### src/rtl/core/tbce_pkg.sv
`timescale 1ns / 1ps
// Package for the text to Braille cell encoder.
// Holds cell types, register indexes, reset values and symbol tables.
package tbce_pkg;

  localparam int unsigned PatW = 6;
  localparam int unsigned IdxW = 4;

  localparam logic [1:0] RegNumSign = 2'd0;
  localparam logic [1:0] RegCapSign = 2'd1;
  localparam logic [1:0] RegSpace   = 2'd2;
  localparam logic [1:0] RegMirror  = 2'd3;

  localparam logic [PatW-1:0] NumSignRst = 6'h3C;
  localparam logic [PatW-1:0] CapSignRst = 6'h20;
  localparam logic [PatW-1:0] SpaceRst   = 6'h00;

  localparam logic [7:0] ChrDigit0 = 8'h30;
  localparam logic [7:0] ChrDigit9 = 8'h39;
  localparam logic [7:0] ChrUpperA = 8'h41;
  localparam logic [7:0] ChrUpperZ = 8'h5A;
  localparam logic [7:0] ChrLowerA = 8'h61;
  localparam logic [7:0] ChrLowerZ = 8'h7A;
  localparam logic [7:0] ChrSpace  = 8'h20;
  localparam logic [7:0] ChrExcl   = 8'h21;
  localparam logic [7:0] ChrApos   = 8'h27;
  localparam logic [7:0] ChrHyphen = 8'h2D;
  localparam logic [7:0] ChrPeriod = 8'h2E;
  localparam logic [7:0] ChrComma  = 8'h2C;
  localparam logic [7:0] ChrQuest  = 8'h3F;
  localparam logic [7:0] ChrSemi   = 8'h3B;
  localparam logic [7:0] ChrColon  = 8'h3A;

  typedef struct packed {
    logic [PatW-1:0] num_sign;
    logic [PatW-1:0] cap_sign;
    logic [PatW-1:0] space;
    logic            mirror;
  } cfg_t;

  typedef struct packed {
    logic [IdxW-1:0] idx;
    logic [PatW-1:0] dots;
    logic            last;
  } cell_t;

  typedef struct packed {
    logic [1:0] cnt;
    cell_t      c0;
    cell_t      c1;
  } pair_t;

  function automatic logic [PatW-1:0] letter_cell(input logic [4:0] i);
    logic [PatW-1:0] p;
    case (i)
      5'd0:  p = 6'h01;
      5'd1:  p = 6'h03;
      5'd2:  p = 6'h09;
      5'd3:  p = 6'h19;
      5'd4:  p = 6'h11;
      5'd5:  p = 6'h0B;
      5'd6:  p = 6'h1B;
      5'd7:  p = 6'h13;
      5'd8:  p = 6'h0A;
      5'd9:  p = 6'h1A;
      5'd10: p = 6'h05;
      5'd11: p = 6'h07;
      5'd12: p = 6'h0D;
      5'd13: p = 6'h1D;
      5'd14: p = 6'h15;
      5'd15: p = 6'h0F;
      5'd16: p = 6'h1F;
      5'd17: p = 6'h17;
      5'd18: p = 6'h0E;
      5'd19: p = 6'h1E;
      5'd20: p = 6'h25;
      5'd21: p = 6'h27;
      5'd22: p = 6'h3A;
      5'd23: p = 6'h2D;
      5'd24: p = 6'h3D;
      5'd25: p = 6'h35;
      default: p = 6'h00;
    endcase
    return p;
  endfunction

  function automatic logic [PatW-1:0] digit_cell(input logic [3:0] i);
    logic [PatW-1:0] p;
    case (i)
      4'd0: p = 6'h1A;
      4'd1: p = 6'h01;
      4'd2: p = 6'h03;
      4'd3: p = 6'h09;
      4'd4: p = 6'h19;
      4'd5: p = 6'h11;
      4'd6: p = 6'h0B;
      4'd7: p = 6'h1B;
      4'd8: p = 6'h13;
      4'd9: p = 6'h0A;
      default: p = 6'h00;
    endcase
    return p;
  endfunction

  function automatic logic [PatW-1:0] punct_cell(input logic [7:0] c);
    logic [PatW-1:0] p;
    case (c)
      ChrExcl:   p = 6'h16;
      ChrApos:   p = 6'h04;
      ChrHyphen: p = 6'h24;
      ChrPeriod: p = 6'h32;
      ChrComma:  p = 6'h02;
      ChrQuest:  p = 6'h26;
      ChrSemi:   p = 6'h06;
      ChrColon:  p = 6'h12;
      default:   p = 6'h00;
    endcase
    return p;
  endfunction

endpackage

### src/rtl/core/tbce_if.sv
`timescale 1ns / 1ps
// Handshake channels of the Braille encoder: character requests and cells.
// No dependencies.
interface tbce_in_if;
  logic       valid;
  logic       ready;
  logic [7:0] char_code;
  logic       start_of_text;
  logic [7:0] start_cell;
  modport source (output valid, char_code, start_of_text, start_cell, input ready);
  modport sink (input valid, char_code, start_of_text, start_cell, output ready);
endinterface

interface tbce_out_if;
  logic       valid;
  logic       ready;
  logic [3:0] cell_index;
  logic [5:0] dot_pattern;
  logic       last_of_char;
  modport source (output valid, cell_index, dot_pattern, last_of_char, input ready);
  modport sink (input valid, cell_index, dot_pattern, last_of_char, output ready);
endinterface

### src/rtl/core/tbce_cfg.sv
`timescale 1ns / 1ps
// APB configuration registers of the Braille encoder.
// Depends on tbce_pkg.
module tbce_cfg (
  input  logic                 clk_i,
  input  logic                 rst_ni,
  input  logic                 psel,
  input  logic                 penable,
  input  logic                 pwrite,
  input  logic [3:0]           paddr,
  input  logic [31:0]          pwdata,
  output logic [31:0]          prdata,
  output logic                 pready,
  output tbce_pkg::cfg_t       cfg_o
);

  tbce_pkg::cfg_t cfg_q, cfg_d;
  logic           wr;

  assign wr     = psel && penable && pwrite;
  assign pready = 1'b1;
  assign cfg_o  = cfg_q;

  always_comb begin
    cfg_d = cfg_q;
    if (wr) begin
      case (paddr[3:2])
        tbce_pkg::RegNumSign: cfg_d.num_sign = pwdata[5:0];
        tbce_pkg::RegCapSign: cfg_d.cap_sign = pwdata[5:0];
        tbce_pkg::RegSpace:   cfg_d.space    = pwdata[5:0];
        tbce_pkg::RegMirror:  cfg_d.mirror   = pwdata[0];
        default: cfg_d = cfg_q;
      endcase
    end
  end

  always_comb begin
    case (paddr[3:2])
      tbce_pkg::RegNumSign: prdata = {26'd0, cfg_q.num_sign};
      tbce_pkg::RegCapSign: prdata = {26'd0, cfg_q.cap_sign};
      tbce_pkg::RegSpace:   prdata = {26'd0, cfg_q.space};
      tbce_pkg::RegMirror:  prdata = {31'd0, cfg_q.mirror};
      default:              prdata = 32'd0;
    endcase
  end

  always_ff @(posedge clk_i or negedge rst_ni) begin
    if (!rst_ni) begin
      cfg_q.num_sign <= tbce_pkg::NumSignRst;
      cfg_q.cap_sign <= tbce_pkg::CapSignRst;
      cfg_q.space    <= tbce_pkg::SpaceRst;
      cfg_q.mirror   <= 1'b0;
    end else begin
      cfg_q <= cfg_d;
    end
  end

endmodule

### src/rtl/core/tbce_encoder.sv
`timescale 1ns / 1ps
// Character to cell-pair translation with cell position and number mode state.
// Depends on tbce_pkg.
module tbce_encoder #(
  parameter int unsigned CELL_COUNT = 16
) (
  input  logic            clk_i,
  input  logic            rst_ni,
  input  logic            accept_i,
  input  logic [7:0]      char_code_i,
  input  logic            start_of_text_i,
  input  logic [7:0]      start_cell_i,
  input  tbce_pkg::cfg_t  cfg_i,
  output tbce_pkg::pair_t pair_o
);

  localparam int unsigned NW = $clog2(CELL_COUNT + 1);
  localparam logic [NW-1:0] Full = NW'(CELL_COUNT);

  logic [NW-1:0] next_cell_q, next_cell_d, nc, nc1;
  logic          number_mode_q, number_mode_d, nm;
  logic          is_digit, is_upper, is_lower, is_space;
  logic          has_sign, sym_emit, row_open;
  logic [5:0]    sign_raw, sym_raw, sign_p, sym_p;
  logic [7:0]    off_upper, off_lower, off_digit;

  assign off_upper = char_code_i - tbce_pkg::ChrUpperA;
  assign off_lower = char_code_i - tbce_pkg::ChrLowerA;
  assign off_digit = char_code_i - tbce_pkg::ChrDigit0;

  assign is_digit = char_code_i >= tbce_pkg::ChrDigit0 && char_code_i <= tbce_pkg::ChrDigit9;
  assign is_upper = char_code_i >= tbce_pkg::ChrUpperA && char_code_i <= tbce_pkg::ChrUpperZ;
  assign is_lower = char_code_i >= tbce_pkg::ChrLowerA && char_code_i <= tbce_pkg::ChrLowerZ;
  assign is_space = char_code_i == tbce_pkg::ChrSpace;

  always_comb begin
    if (start_of_text_i) begin
      nc = ({1'b0, start_cell_i} < 9'(CELL_COUNT)) ? NW'(start_cell_i) : Full;
      nm = 1'b0;
    end else begin
      nc = next_cell_q;
      nm = number_mode_q;
    end
    row_open = nc < Full;

    if (is_digit) begin
      sym_raw  = tbce_pkg::digit_cell(off_digit[3:0]);
      has_sign = !nm;
      sign_raw = cfg_i.num_sign;
    end else if (is_upper) begin
      sym_raw  = tbce_pkg::letter_cell(off_upper[4:0]);
      has_sign = 1'b1;
      sign_raw = cfg_i.cap_sign;
    end else if (is_lower) begin
      sym_raw  = tbce_pkg::letter_cell(off_lower[4:0]);
      has_sign = 1'b0;
      sign_raw = cfg_i.cap_sign;
    end else if (is_space) begin
      sym_raw  = cfg_i.space;
      has_sign = 1'b0;
      sign_raw = cfg_i.cap_sign;
    end else begin
      sym_raw  = tbce_pkg::punct_cell(char_code_i);
      has_sign = 1'b0;
      sign_raw = cfg_i.cap_sign;
    end

    sign_p = cfg_i.mirror ? {sign_raw[2:0], sign_raw[5:3]} : sign_raw;
    sym_p  = cfg_i.mirror ? {sym_raw[2:0], sym_raw[5:3]} : sym_raw;

    nc1      = nc + NW'(has_sign);
    sym_emit = nc1 < Full;

    pair_o.c0.idx  = 4'(nc);
    pair_o.c0.dots = has_sign ? sign_p : sym_p;
    pair_o.c0.last = !(has_sign && sym_emit);
    pair_o.c1.idx  = 4'(nc1);
    pair_o.c1.dots = sym_p;
    pair_o.c1.last = 1'b1;

    if (row_open) begin
      pair_o.cnt    = 2'(has_sign) + 2'(sym_emit);
      next_cell_d   = nc1 + NW'(sym_emit);
      number_mode_d = is_digit;
    end else begin
      pair_o.cnt    = 2'd0;
      next_cell_d   = nc;
      number_mode_d = nm;
    end
  end

  always_ff @(posedge clk_i or negedge rst_ni) begin
    if (!rst_ni) begin
      next_cell_q   <= Full;
      number_mode_q <= 1'b0;
    end else if (accept_i) begin
      next_cell_q   <= next_cell_d;
      number_mode_q <= number_mode_d;
    end
  end

`ifndef SYNTH
  a_cell_range: assert property (@(posedge clk_i) disable iff (!rst_ni)
    next_cell_q <= Full)
    else $error("next cell beyond row");
`endif

endmodule

### src/rtl/core/tbce_serializer.sv
`timescale 1ns / 1ps
// Cell-pair buffer and output register; sends one cell per cycle while the receiver is ready.
// Depends on tbce_pkg.
module tbce_serializer (
  input  logic            clk_i,
  input  logic            rst_ni,
  input  logic            push_i,
  input  tbce_pkg::pair_t pair_i,
  output logic            free_o,
  output logic            out_valid_o,
  input  logic            out_ready_i,
  output tbce_pkg::cell_t out_cell_o
);

  tbce_pkg::pair_t pair_q, pair_d;
  tbce_pkg::cell_t out_q;
  logic            out_valid_q, out_valid_d;
  logic            take, load_out;

  assign take     = !out_valid_q || out_ready_i;
  assign load_out = take && (pair_q.cnt != 2'd0);
  assign free_o   = (pair_q.cnt == 2'd0) || ((pair_q.cnt == 2'd1) && take);

  assign out_valid_o = out_valid_q;
  assign out_cell_o  = out_q;

  always_comb begin
    pair_d = pair_q;
    if (push_i && pair_i.cnt != 2'd0) begin
      pair_d = pair_i;
    end else if (load_out) begin
      pair_d.cnt = pair_q.cnt - 2'd1;
      pair_d.c0  = pair_q.c1;
    end
    if (load_out) begin
      out_valid_d = 1'b1;
    end else begin
      out_valid_d = out_valid_q && !out_ready_i;
    end
  end

  always_ff @(posedge clk_i or negedge rst_ni) begin
    if (!rst_ni) begin
      pair_q      <= '0;
      out_valid_q <= 1'b0;
      out_q       <= '0;
    end else begin
      pair_q      <= pair_d;
      out_valid_q <= out_valid_d;
      if (load_out) begin
        out_q <= pair_q.c0;
      end
    end
  end

`ifndef SYNTH
  a_cnt_max: assert property (@(posedge clk_i) disable iff (!rst_ni)
    pair_q.cnt != 2'd3)
    else $error("pair buffer overfilled");
  a_sign_not_last: assert property (@(posedge clk_i) disable iff (!rst_ni)
    pair_q.cnt == 2'd2 |-> !pair_q.c0.last)
    else $error("sign cell marked last");
  a_symbol_follows: assert property (@(posedge clk_i) disable iff (!rst_ni)
    out_valid_q && out_ready_i && !out_q.last |=> out_valid_q)
    else $error("symbol cell missing after sign");
`endif

endmodule

### src/rtl/core/text_to_braille_cell_encoder_top.sv
`timescale 1ns / 1ps
// A character's first cell goes via the pair buffer into the output register.
// Throughput: one character per cycle when it yields one cell and the cell sink is ready;
// a sign cell delays later requests; the single cell output register sets this.
// Reset: asynchronous, active low; clears registers to defaults, row full, number mode off.
// Depends on tbce_pkg, tbce_if, tbce_cfg, tbce_encoder, tbce_serializer.
module text_to_braille_cell_encoder_top #(
  parameter int unsigned CELL_COUNT = 16
) (
  input  logic         clk_i,
  input  logic         rst_ni,
  tbce_in_if.sink      req_i,
  tbce_out_if.source   cell_o,
  input  logic         psel,
  input  logic         penable,
  input  logic         pwrite,
  input  logic [3:0]   paddr,
  input  logic [31:0]  pwdata,
  output logic [31:0]  prdata,
  output logic         pready
);

  tbce_pkg::cfg_t  cfg;
  tbce_pkg::pair_t pair;
  tbce_pkg::cell_t out_cell;
  logic            free, accept;

  assign req_i.ready = free;
  assign accept      = req_i.valid && free;

  tbce_cfg u_cfg (
    .clk_i   (clk_i),
    .rst_ni  (rst_ni),
    .psel    (psel),
    .penable (penable),
    .pwrite  (pwrite),
    .paddr   (paddr),
    .pwdata  (pwdata),
    .prdata  (prdata),
    .pready  (pready),
    .cfg_o   (cfg)
  );

  tbce_encoder #(
    .CELL_COUNT (CELL_COUNT)
  ) u_encoder (
    .clk_i           (clk_i),
    .rst_ni          (rst_ni),
    .accept_i        (accept),
    .char_code_i     (req_i.char_code),
    .start_of_text_i (req_i.start_of_text),
    .start_cell_i    (req_i.start_cell),
    .cfg_i           (cfg),
    .pair_o          (pair)
  );

  tbce_serializer u_serializer (
    .clk_i       (clk_i),
    .rst_ni      (rst_ni),
    .push_i      (accept),
    .pair_i      (pair),
    .free_o      (free),
    .out_valid_o (cell_o.valid),
    .out_ready_i (cell_o.ready),
    .out_cell_o  (out_cell)
  );

  assign cell_o.cell_index   = out_cell.idx;
  assign cell_o.dot_pattern  = out_cell.dots;
  assign cell_o.last_of_char = out_cell.last;

endmodule

### src/flat_wrapper.sv
// flat-port wrapper written by rule: the top's interface ports become plain ports
module text_to_braille_cell_encoder_top_flat 
#(
  parameter int unsigned CELL_COUNT = 16
)
  (clk_i, rst_ni, psel, penable, pwrite, paddr, pwdata, prdata, pready, req_i_valid, req_i_char_code, req_i_start_of_text, req_i_start_cell, req_i_ready, cell_o_valid, cell_o_cell_index, cell_o_dot_pattern, cell_o_last_of_char, cell_o_ready);
  tbce_in_if req_i_i ();
  tbce_out_if cell_o_i ();
  input  logic clk_i;
  input  logic rst_ni;
  input  logic psel;
  input  logic penable;
  input  logic pwrite;
  input  logic [3:0] paddr;
  input  logic [31:0] pwdata;
  output logic [31:0] prdata;
  output logic pready;
  input wire logic [$bits(req_i_i.valid)-1:0] req_i_valid;
  input wire logic [$bits(req_i_i.char_code)-1:0] req_i_char_code;
  input wire logic [$bits(req_i_i.start_of_text)-1:0] req_i_start_of_text;
  input wire logic [$bits(req_i_i.start_cell)-1:0] req_i_start_cell;
  output wire logic [$bits(req_i_i.ready)-1:0] req_i_ready;
  output wire logic [$bits(cell_o_i.valid)-1:0] cell_o_valid;
  output wire logic [$bits(cell_o_i.cell_index)-1:0] cell_o_cell_index;
  output wire logic [$bits(cell_o_i.dot_pattern)-1:0] cell_o_dot_pattern;
  output wire logic [$bits(cell_o_i.last_of_char)-1:0] cell_o_last_of_char;
  input wire logic [$bits(cell_o_i.ready)-1:0] cell_o_ready;
  assign req_i_i.valid = req_i_valid;
  assign req_i_i.char_code = req_i_char_code;
  assign req_i_i.start_of_text = req_i_start_of_text;
  assign req_i_i.start_cell = req_i_start_cell;
  assign req_i_ready = req_i_i.ready;
  assign cell_o_valid = cell_o_i.valid;
  assign cell_o_cell_index = cell_o_i.cell_index;
  assign cell_o_dot_pattern = cell_o_i.dot_pattern;
  assign cell_o_last_of_char = cell_o_i.last_of_char;
  assign cell_o_i.ready = cell_o_ready;
  text_to_braille_cell_encoder_top #(.CELL_COUNT(CELL_COUNT)) u_core (.clk_i(clk_i), .rst_ni(rst_ni), .req_i(req_i_i), .cell_o(cell_o_i), .psel(psel), .penable(penable), .pwrite(pwrite), .paddr(paddr), .pwdata(pwdata), .prdata(prdata), .pready(pready));
endmodule
### config.mk
export PLATFORM = sky130hd
export DESIGN_NAME = text_to_braille_cell_encoder_top_flat
export DESIGN_NICKNAME = d
export VERILOG_FILES = /design/src/rtl/core/tbce_pkg.sv /design/src/rtl/core/tbce_if.sv /design/src/rtl/core/tbce_cfg.sv /design/src/rtl/core/tbce_encoder.sv /design/src/rtl/core/tbce_serializer.sv /design/src/rtl/core/text_to_braille_cell_encoder_top.sv /design/src/flat_wrapper.sv
export SDC_FILE = /design/constraint.sdc
export NUM_CORES = 1
export LEC_CHECK = 0
export BUFFER_PORTS_ARGS = -buffer_cell sky130_fd_sc_hd__buf_4
export CAP_MARGIN = 10
export CORE_UTILIZATION = 25
export CTS_CLUSTER_DIAMETER = 30
export DETAILED_ROUTE_END_ITERATION = 8
export PLACE_DENSITY = 0.45
export SYNTH_ARGS = -nofsm -noshare
export SYNTH_HDL_FRONTEND = slang
export SYNTH_SLANG_ARGS = --single-unit
### constraint.sdc
create_clock -name clk_i -period 5.2 [get_ports clk_i]
set_input_delay 0.26 -clock clk_i [delete_from_list [all_inputs] [get_ports clk_i]]
set_output_delay 0.26 -clock clk_i [all_outputs]
set_load 0.005 [all_outputs]
# Word level (Yosys, flattened, before mapping)
# Memories as Yosys holds them, arrays and structs flattened.
# Cells that the tools add are included.
# op_classes
add_sub_neg,7
n_lt_le_gt_ge,9
n_eq_ne,13
muxes,21
reduce_logical,26
# op_table
op,count
case mux 32 bit (4 select lines),1
"equality test 8 x 6 -> 1 bit, second input constant",9
two-way mux 6 bit,8
case mux 6 bit (8 select lines),1
two-way mux 13 bit,2
">= comparator 8 x 7 -> 1 bit, second input constant",2
"less-or-equal comparator 8 x 7 -> 1 bit, second input constant",2
two-way mux 5 bit,3
logical AND 1 bit,11
adder 5 x 1 -> 5 bit,2
"< comparator 5 bit, second input constant",2
"subtractor 5 x 1 -> 5 bit, second input constant",2
">= comparator 8 x 6 -> 1 bit, second input constant",1
"less-or-equal comparator 8 x 6 -> 1 bit, second input constant",1
"< comparator 8 x 5 -> 1 bit, second input constant",1
AND reduction 2 bit,4
nonzero test 2 bit,3
two-way mux 1 bit,5
"equality test 2 x 1 -> 1 bit, second input constant",2
"equality test 2 bit, second input constant",2
logical NOT 1 bit,4
logical NOT 2 bit,2
"subtractor 4 x 1 -> 4 bit, second input constant",1
adder 1 x 1 -> 2 bit,1
3 further kinds,4
# word_totals
reg_bits,61
rom_bits,448
in_bits,60
mem_count,3
# memory_table
name,depth,width,read_ports,rd_clocked_by_memory_dff,wr,line_no,source
(no name shown),32,6,1,0,0,tbce_pkg.sv:55,case (i)
(no name shown),32,6,1,0,0,tbce_pkg.sv:55,
(no name shown),16,4,1,0,0,tbce_pkg.sv:89,case (i)

# Depth between registers and ports, before layout
# depth
depth_word,11
mapped_depth,18
depth_no_buf,16

# Hierarchy
# From an unflattened synthesis, not the netlist that was laid out.
# hier_totals
hier_cells,509
hier_area_um2,4787.1
# modules_own_cells
mod,instances,cells_per_inst,area_per_inst_um2
tbce_encoder,1,288,2018.2
tbce_serializer,1,128,1615.3
tbce_cfg,1,92,1147.4
text_to_braille_cell_encoder_top,1,1,6.3

# Worst setup path after synthesis
# Ideal clock, no wire load.
# synth_timing
path_kind,input to register
start,input req_i_char_code[0]
end,register u_core.u_encoder.next_cell_q[2]
setup_time_ns,0.125
arrival_time_ns,3.749
setup_slack_ns,1.326
stages,18
path_cell_list,clkbuf_1 > inv_1 > ha_1 > buf_2 > or4b_4 > o221ai_4 > a2bb2oi_4 > inv_1 > ha_1 > ha_1 > nor3b_2 > xor2_1 > and2_1 > ha_1 > xor2_1 > nand2_1 > xor2_1 > mux2_2
# synth_via
elab_chain_len,8
word_cells_on_any_way,12
# synth_rtl
element,line_no,source
from (decl),flat_wrapper.sv:19,input wire logic [$bits(req_i_i.char_code)-1:0] req_i_char_code;
>= comparator 8 x 7 -> 1 bit or less-or-equal comparator 8 x 7 -> 1 bit (tied branches),tbce_encoder.sv:32,assign is_upper = char_code_i >= tbce_pkg::ChrUpperA && char_code_i <= tbce_pkg::ChrUpperZ;
logical AND 1 bit,tbce_encoder.sv:32,
two-way mux 1 bit,tbce_encoder.sv:50,end else if (is_upper) begin
two-way mux 1 bit (*),tbce_encoder.sv:46,if (is_digit) begin
adder 5 x 1 -> 5 bit (*),tbce_encoder.sv:71,nc1 = nc + NW'(has_sign);
< comparator 5 bit,tbce_encoder.sv:72,sym_emit = nc1 < Full;
adder 5 x 1 -> 5 bit (*),tbce_encoder.sv:83,next_cell_d = nc1 + NW'(sym_emit);
two-way mux 5 bit (*),tbce_encoder.sv:81,if (row_open) begin
to (signal assigned),tbce_encoder.sv:94,next_cell_q <= Full;
to (signal assigned),tbce_encoder.sv:97,next_cell_q <= next_cell_d;
to (decl),tbce_encoder.sv:20,"logic [NW-1:0] next_cell_q, next_cell_d, nc, nc1;"
# Mark *: on every way between the ends. The rest lies on a longest branch, timed or not.
# A chain may end at the register's enable or synchronous reset.

# Worst setup path in the final report
# layout_timing
start,input req_i_char_code[1]
end,register u_core.u_encoder.next_cell_q[2]
# Same word-level chain as after synthesis.

==> run metrics <==
crit-path cells=buf_4 > inv_1 > ha_1 > or4b_4 > o221ai_4 > a2bb2oi_4 > inv_1 > ha_1 > ha_1 > nor3b_2 > xor2_1 > and2_1 > ha_1 > xor2_1 > nand2_1 > xor2_1 > mux2_2; Power Total=2010 uW; largest net degree at the start of global routing=62; CTS root buffer=clkbuf_16; Final Setup Violations=0; Highest Clock Rate=0.266 GHz; unique cell type count in the Yosys netlist=72; Hold Crit Class=in2async; Pre-antenna DRT Iters=5; Final GP Congestion=0.807; 1st-iter DRT viols=231; FP Rows=48; cts-stage hold buffer count=0; Crit path buffers/inverters=3; post-place setup slack=1110 ps; max_slew headroom=0.371; Max stage delay on crit path=470 ps; total CTS buffers=9; FF+latch count, synth=61; Avg Synthesized Cell Area=8.74 sq um; initial antenna violation count=0; cell family contributing the most delay on the critical path=simple AND/OR/NAND/NOR gates; unrepaired setup endpoints after global routing=no; Arr. time, crit path=3980 ps; Tightest Pin Transition=936 ps; leak pwr=0.00228 uW; register area=1530 sq um; most common cell after layout, fill and taps aside=nand2_1; Final ANT Viol Nets=0; sequential share of power=0.368; cells after synthesis=511; postcts setup bufs=0; Final Core Density=0.297; share of power burned in combinational logic=0.336; Mapped Area=4460 sq um; Clock Pin Slew Worst Setup and Hold Paths=60 ps; I/O Pins=106; register area share after synthesis=0.344; Routed Wire Length=11,300 um; Post-synth ARST share=1.00; deepest clock path buffer count=2; period utilization=0.724; clock sinks=61; clk_lat worst skew=330 ps; crit end category=flip-flop; crit path launch type=input port; Power Internal=1330 uW; Sw Ratio=0.342; Final Slew Violations=0; Synth Flop Type=dfrtp_1; switching power=688 uW; CP Class=in2reg; Final TNS setup=0 ps; WL/cell=14.6 um; DIE AREA=18,400 sq um; Crit Path Max Fanout=13; most frequent cells in the layout=102 x nand2_1, 55 x dfrtp_1, 52 x buf_4; H-Tree Depth=3; Final Critical Period=3760 ps; status=finished, final reports clean; vias in the first global route=3,667; fraction of layout cells with a size suffix above 1=0.219; Starting Density=0.257; WP data required=5410 ps; clock power share=0.296; Antenna diodes=0; Max Cap Viol=0; Fillers=1,854; die width=136 um; pwr dens=391 nW/um^2; DR DRC count=0; first-pass GRT wire length=18,800 um; number of synthesized flops with an enable pin=0; Hold Fails Final Rpt=0; Worst VDD drop=0.258 mV; Overflow after GRT=0; vias per cell=4.80; total track usage=0.131; Syn-to-layout area delta=15.3%; Clock Skews=7.95 ps; slowest CP cell=or4b_4; multi-input combinational cell area=2590 sq um; Synth Warn #=0; post-detail-place hpwl=8210 um; core box area=17,400 sq um; vias=3,695; CTS resizes=0; CP most frequent cell=ha_1; TritonCTS clock tree=built; # port buffers=50; Die Ht=136 um; Final WS setup=1440 ps; nets@finish=611
synthesized netlist by cell type (4+ instances only):
cell type  instances  area [sq um]
ha_1              12           150
clkbuf_1          17          63.8
nor2_1            30           113
buf_4             28           210
nor2b_1            8          50.1
o211ai_1           6          45.0
nor3b_1            6          45.0
nor3_1            10          50.1
a21oi_1           20           100
nand2_1          102           383
and2_1             7          43.8
o21ai_0           25           125
dfstp_2            6           158
inv_1             12          45.0
buf_2              9          45.0
xor2_1             7          61.3
nand3_1           13          65.1
xnor2_1            5          43.8
a21o_1             4          30.0
mux2i_1           12           120
mux4_2             5           113
o31ai_1            4          30.0
a31oi_1            8          50.1
dfrtp_1           55          1380
nand2b_1           5          31.3
mux2_2            23           259
or2_2              5          31.3
layout make-up:
type	count	share of cell area
inverters	13	0.00948
multi-input cells	402	0.503
clock buffers	9	0.0438
clock inverters	7	0.0148
well taps	225	0.0547
flip-flops and latches	61	0.298
repair buffers	52	0.0758
cells by family (layout without fill, tap and decap cells):
| family | Yosys count | in the layout | synth area share |
|---|---|---|---|
| AOI/OAI and AO/OA | 110 | 110 | 0.178 |
| and+or+nand+nor | 200 | 200 | 0.209 |
| DFF | 61 | 61 | 0.344 |
| muxes | 40 | 40 | 0.110 |
| buffers and inverters | 73 | 81 | 0.0970 |
| adders and majority gates | 12 | 12 | 0.0336 |
| xor gates and xnor gates | 13 | 13 | 0.0272 |
| other | 2 | 27 | 0.00168 |
routing by layer:
| metal | global-route usage | share of wire | wire [um] | vias to the layer above |
|---|---|---|---|---|
| met3 | 0.0254 | 0.039 | 440 | 14 |
| li1 | - | - | - | 1810 |
| met4 | 0.0518 | 0.019 | 214 | 0 |
| met5 | 0 | 0 | 0 | - |
| met2 | 0.207 | 0.47 | 5290 | 96 |
| met1 | 0.174 | 0.47 | 5310 | 1775 |
metrics by stage:
step | hold slack [ps] | instance area [sq um] | instances
after floorplan | -35.6 | 4560 | 536
after global placement | 404 | 4850 | 753
after CTS | 57.9 | 5150 | 769
final | 15.3 | 5150 | 769
after detailed placement | 420 | 4850 | 753
after global routing | 88.7 | 5150 | 769
registers in the layout, indices dropped and copies added, names as in the netlist:
| name | count |
|---|---|
| u_core.u_serializer.pair_q | 24 |
| u_core.u_cfg.cfg_o | 19 |
| u_core.u_encoder.number_mode_q | 1 |
| u_core.u_encoder.next_cell_q | 5 |
| u_core.u_serializer.out_cell_o | 11 |
| u_core.u_serializer.out_valid_o | 1 |
power groups by stage:
| stage | clock, uW | sequential, uW | combinational, uW |
|---|---|---|---|
| 2_1_floorplan | 0 | 718 | 501 |
| 3_3_place_gp | 0 | 747 | 677 |
| 3_5_place_dp | 0 | 753 | 689 |
| 4_1_cts | 616 | 745 | 693 |
| 5_1_grt | 639 | 767 | 771 |
| 6_report | 596 | 742 | 676 |
path summary, 6_finish.rpt:
path / start / end / slack [ps] / cells after the start
max: req_i_char_code[1] / u_core.u_encoder.next_cell_q[2] / 1440 / 17
min in group clk_i: pwdata[3] / u_core.u_cfg.cfg_o[16] / 190 / 2
min reg2reg: u_core.u_serializer.pair_q[0] / u_core.u_serializer.pair_q[0] / 470 / 1
max in group asynchronous: rst_ni / u_core.u_cfg.cfg_o[11] / 4650 / 1
min: rst_ni / u_core.u_serializer.out_valid_o / 20 / 1
max reg2reg: u_core.u_encoder.number_mode_q / u_core.u_encoder.next_cell_q[2] / 2260 / 13
No activity file was read; power rests on OpenSTA's default activity.
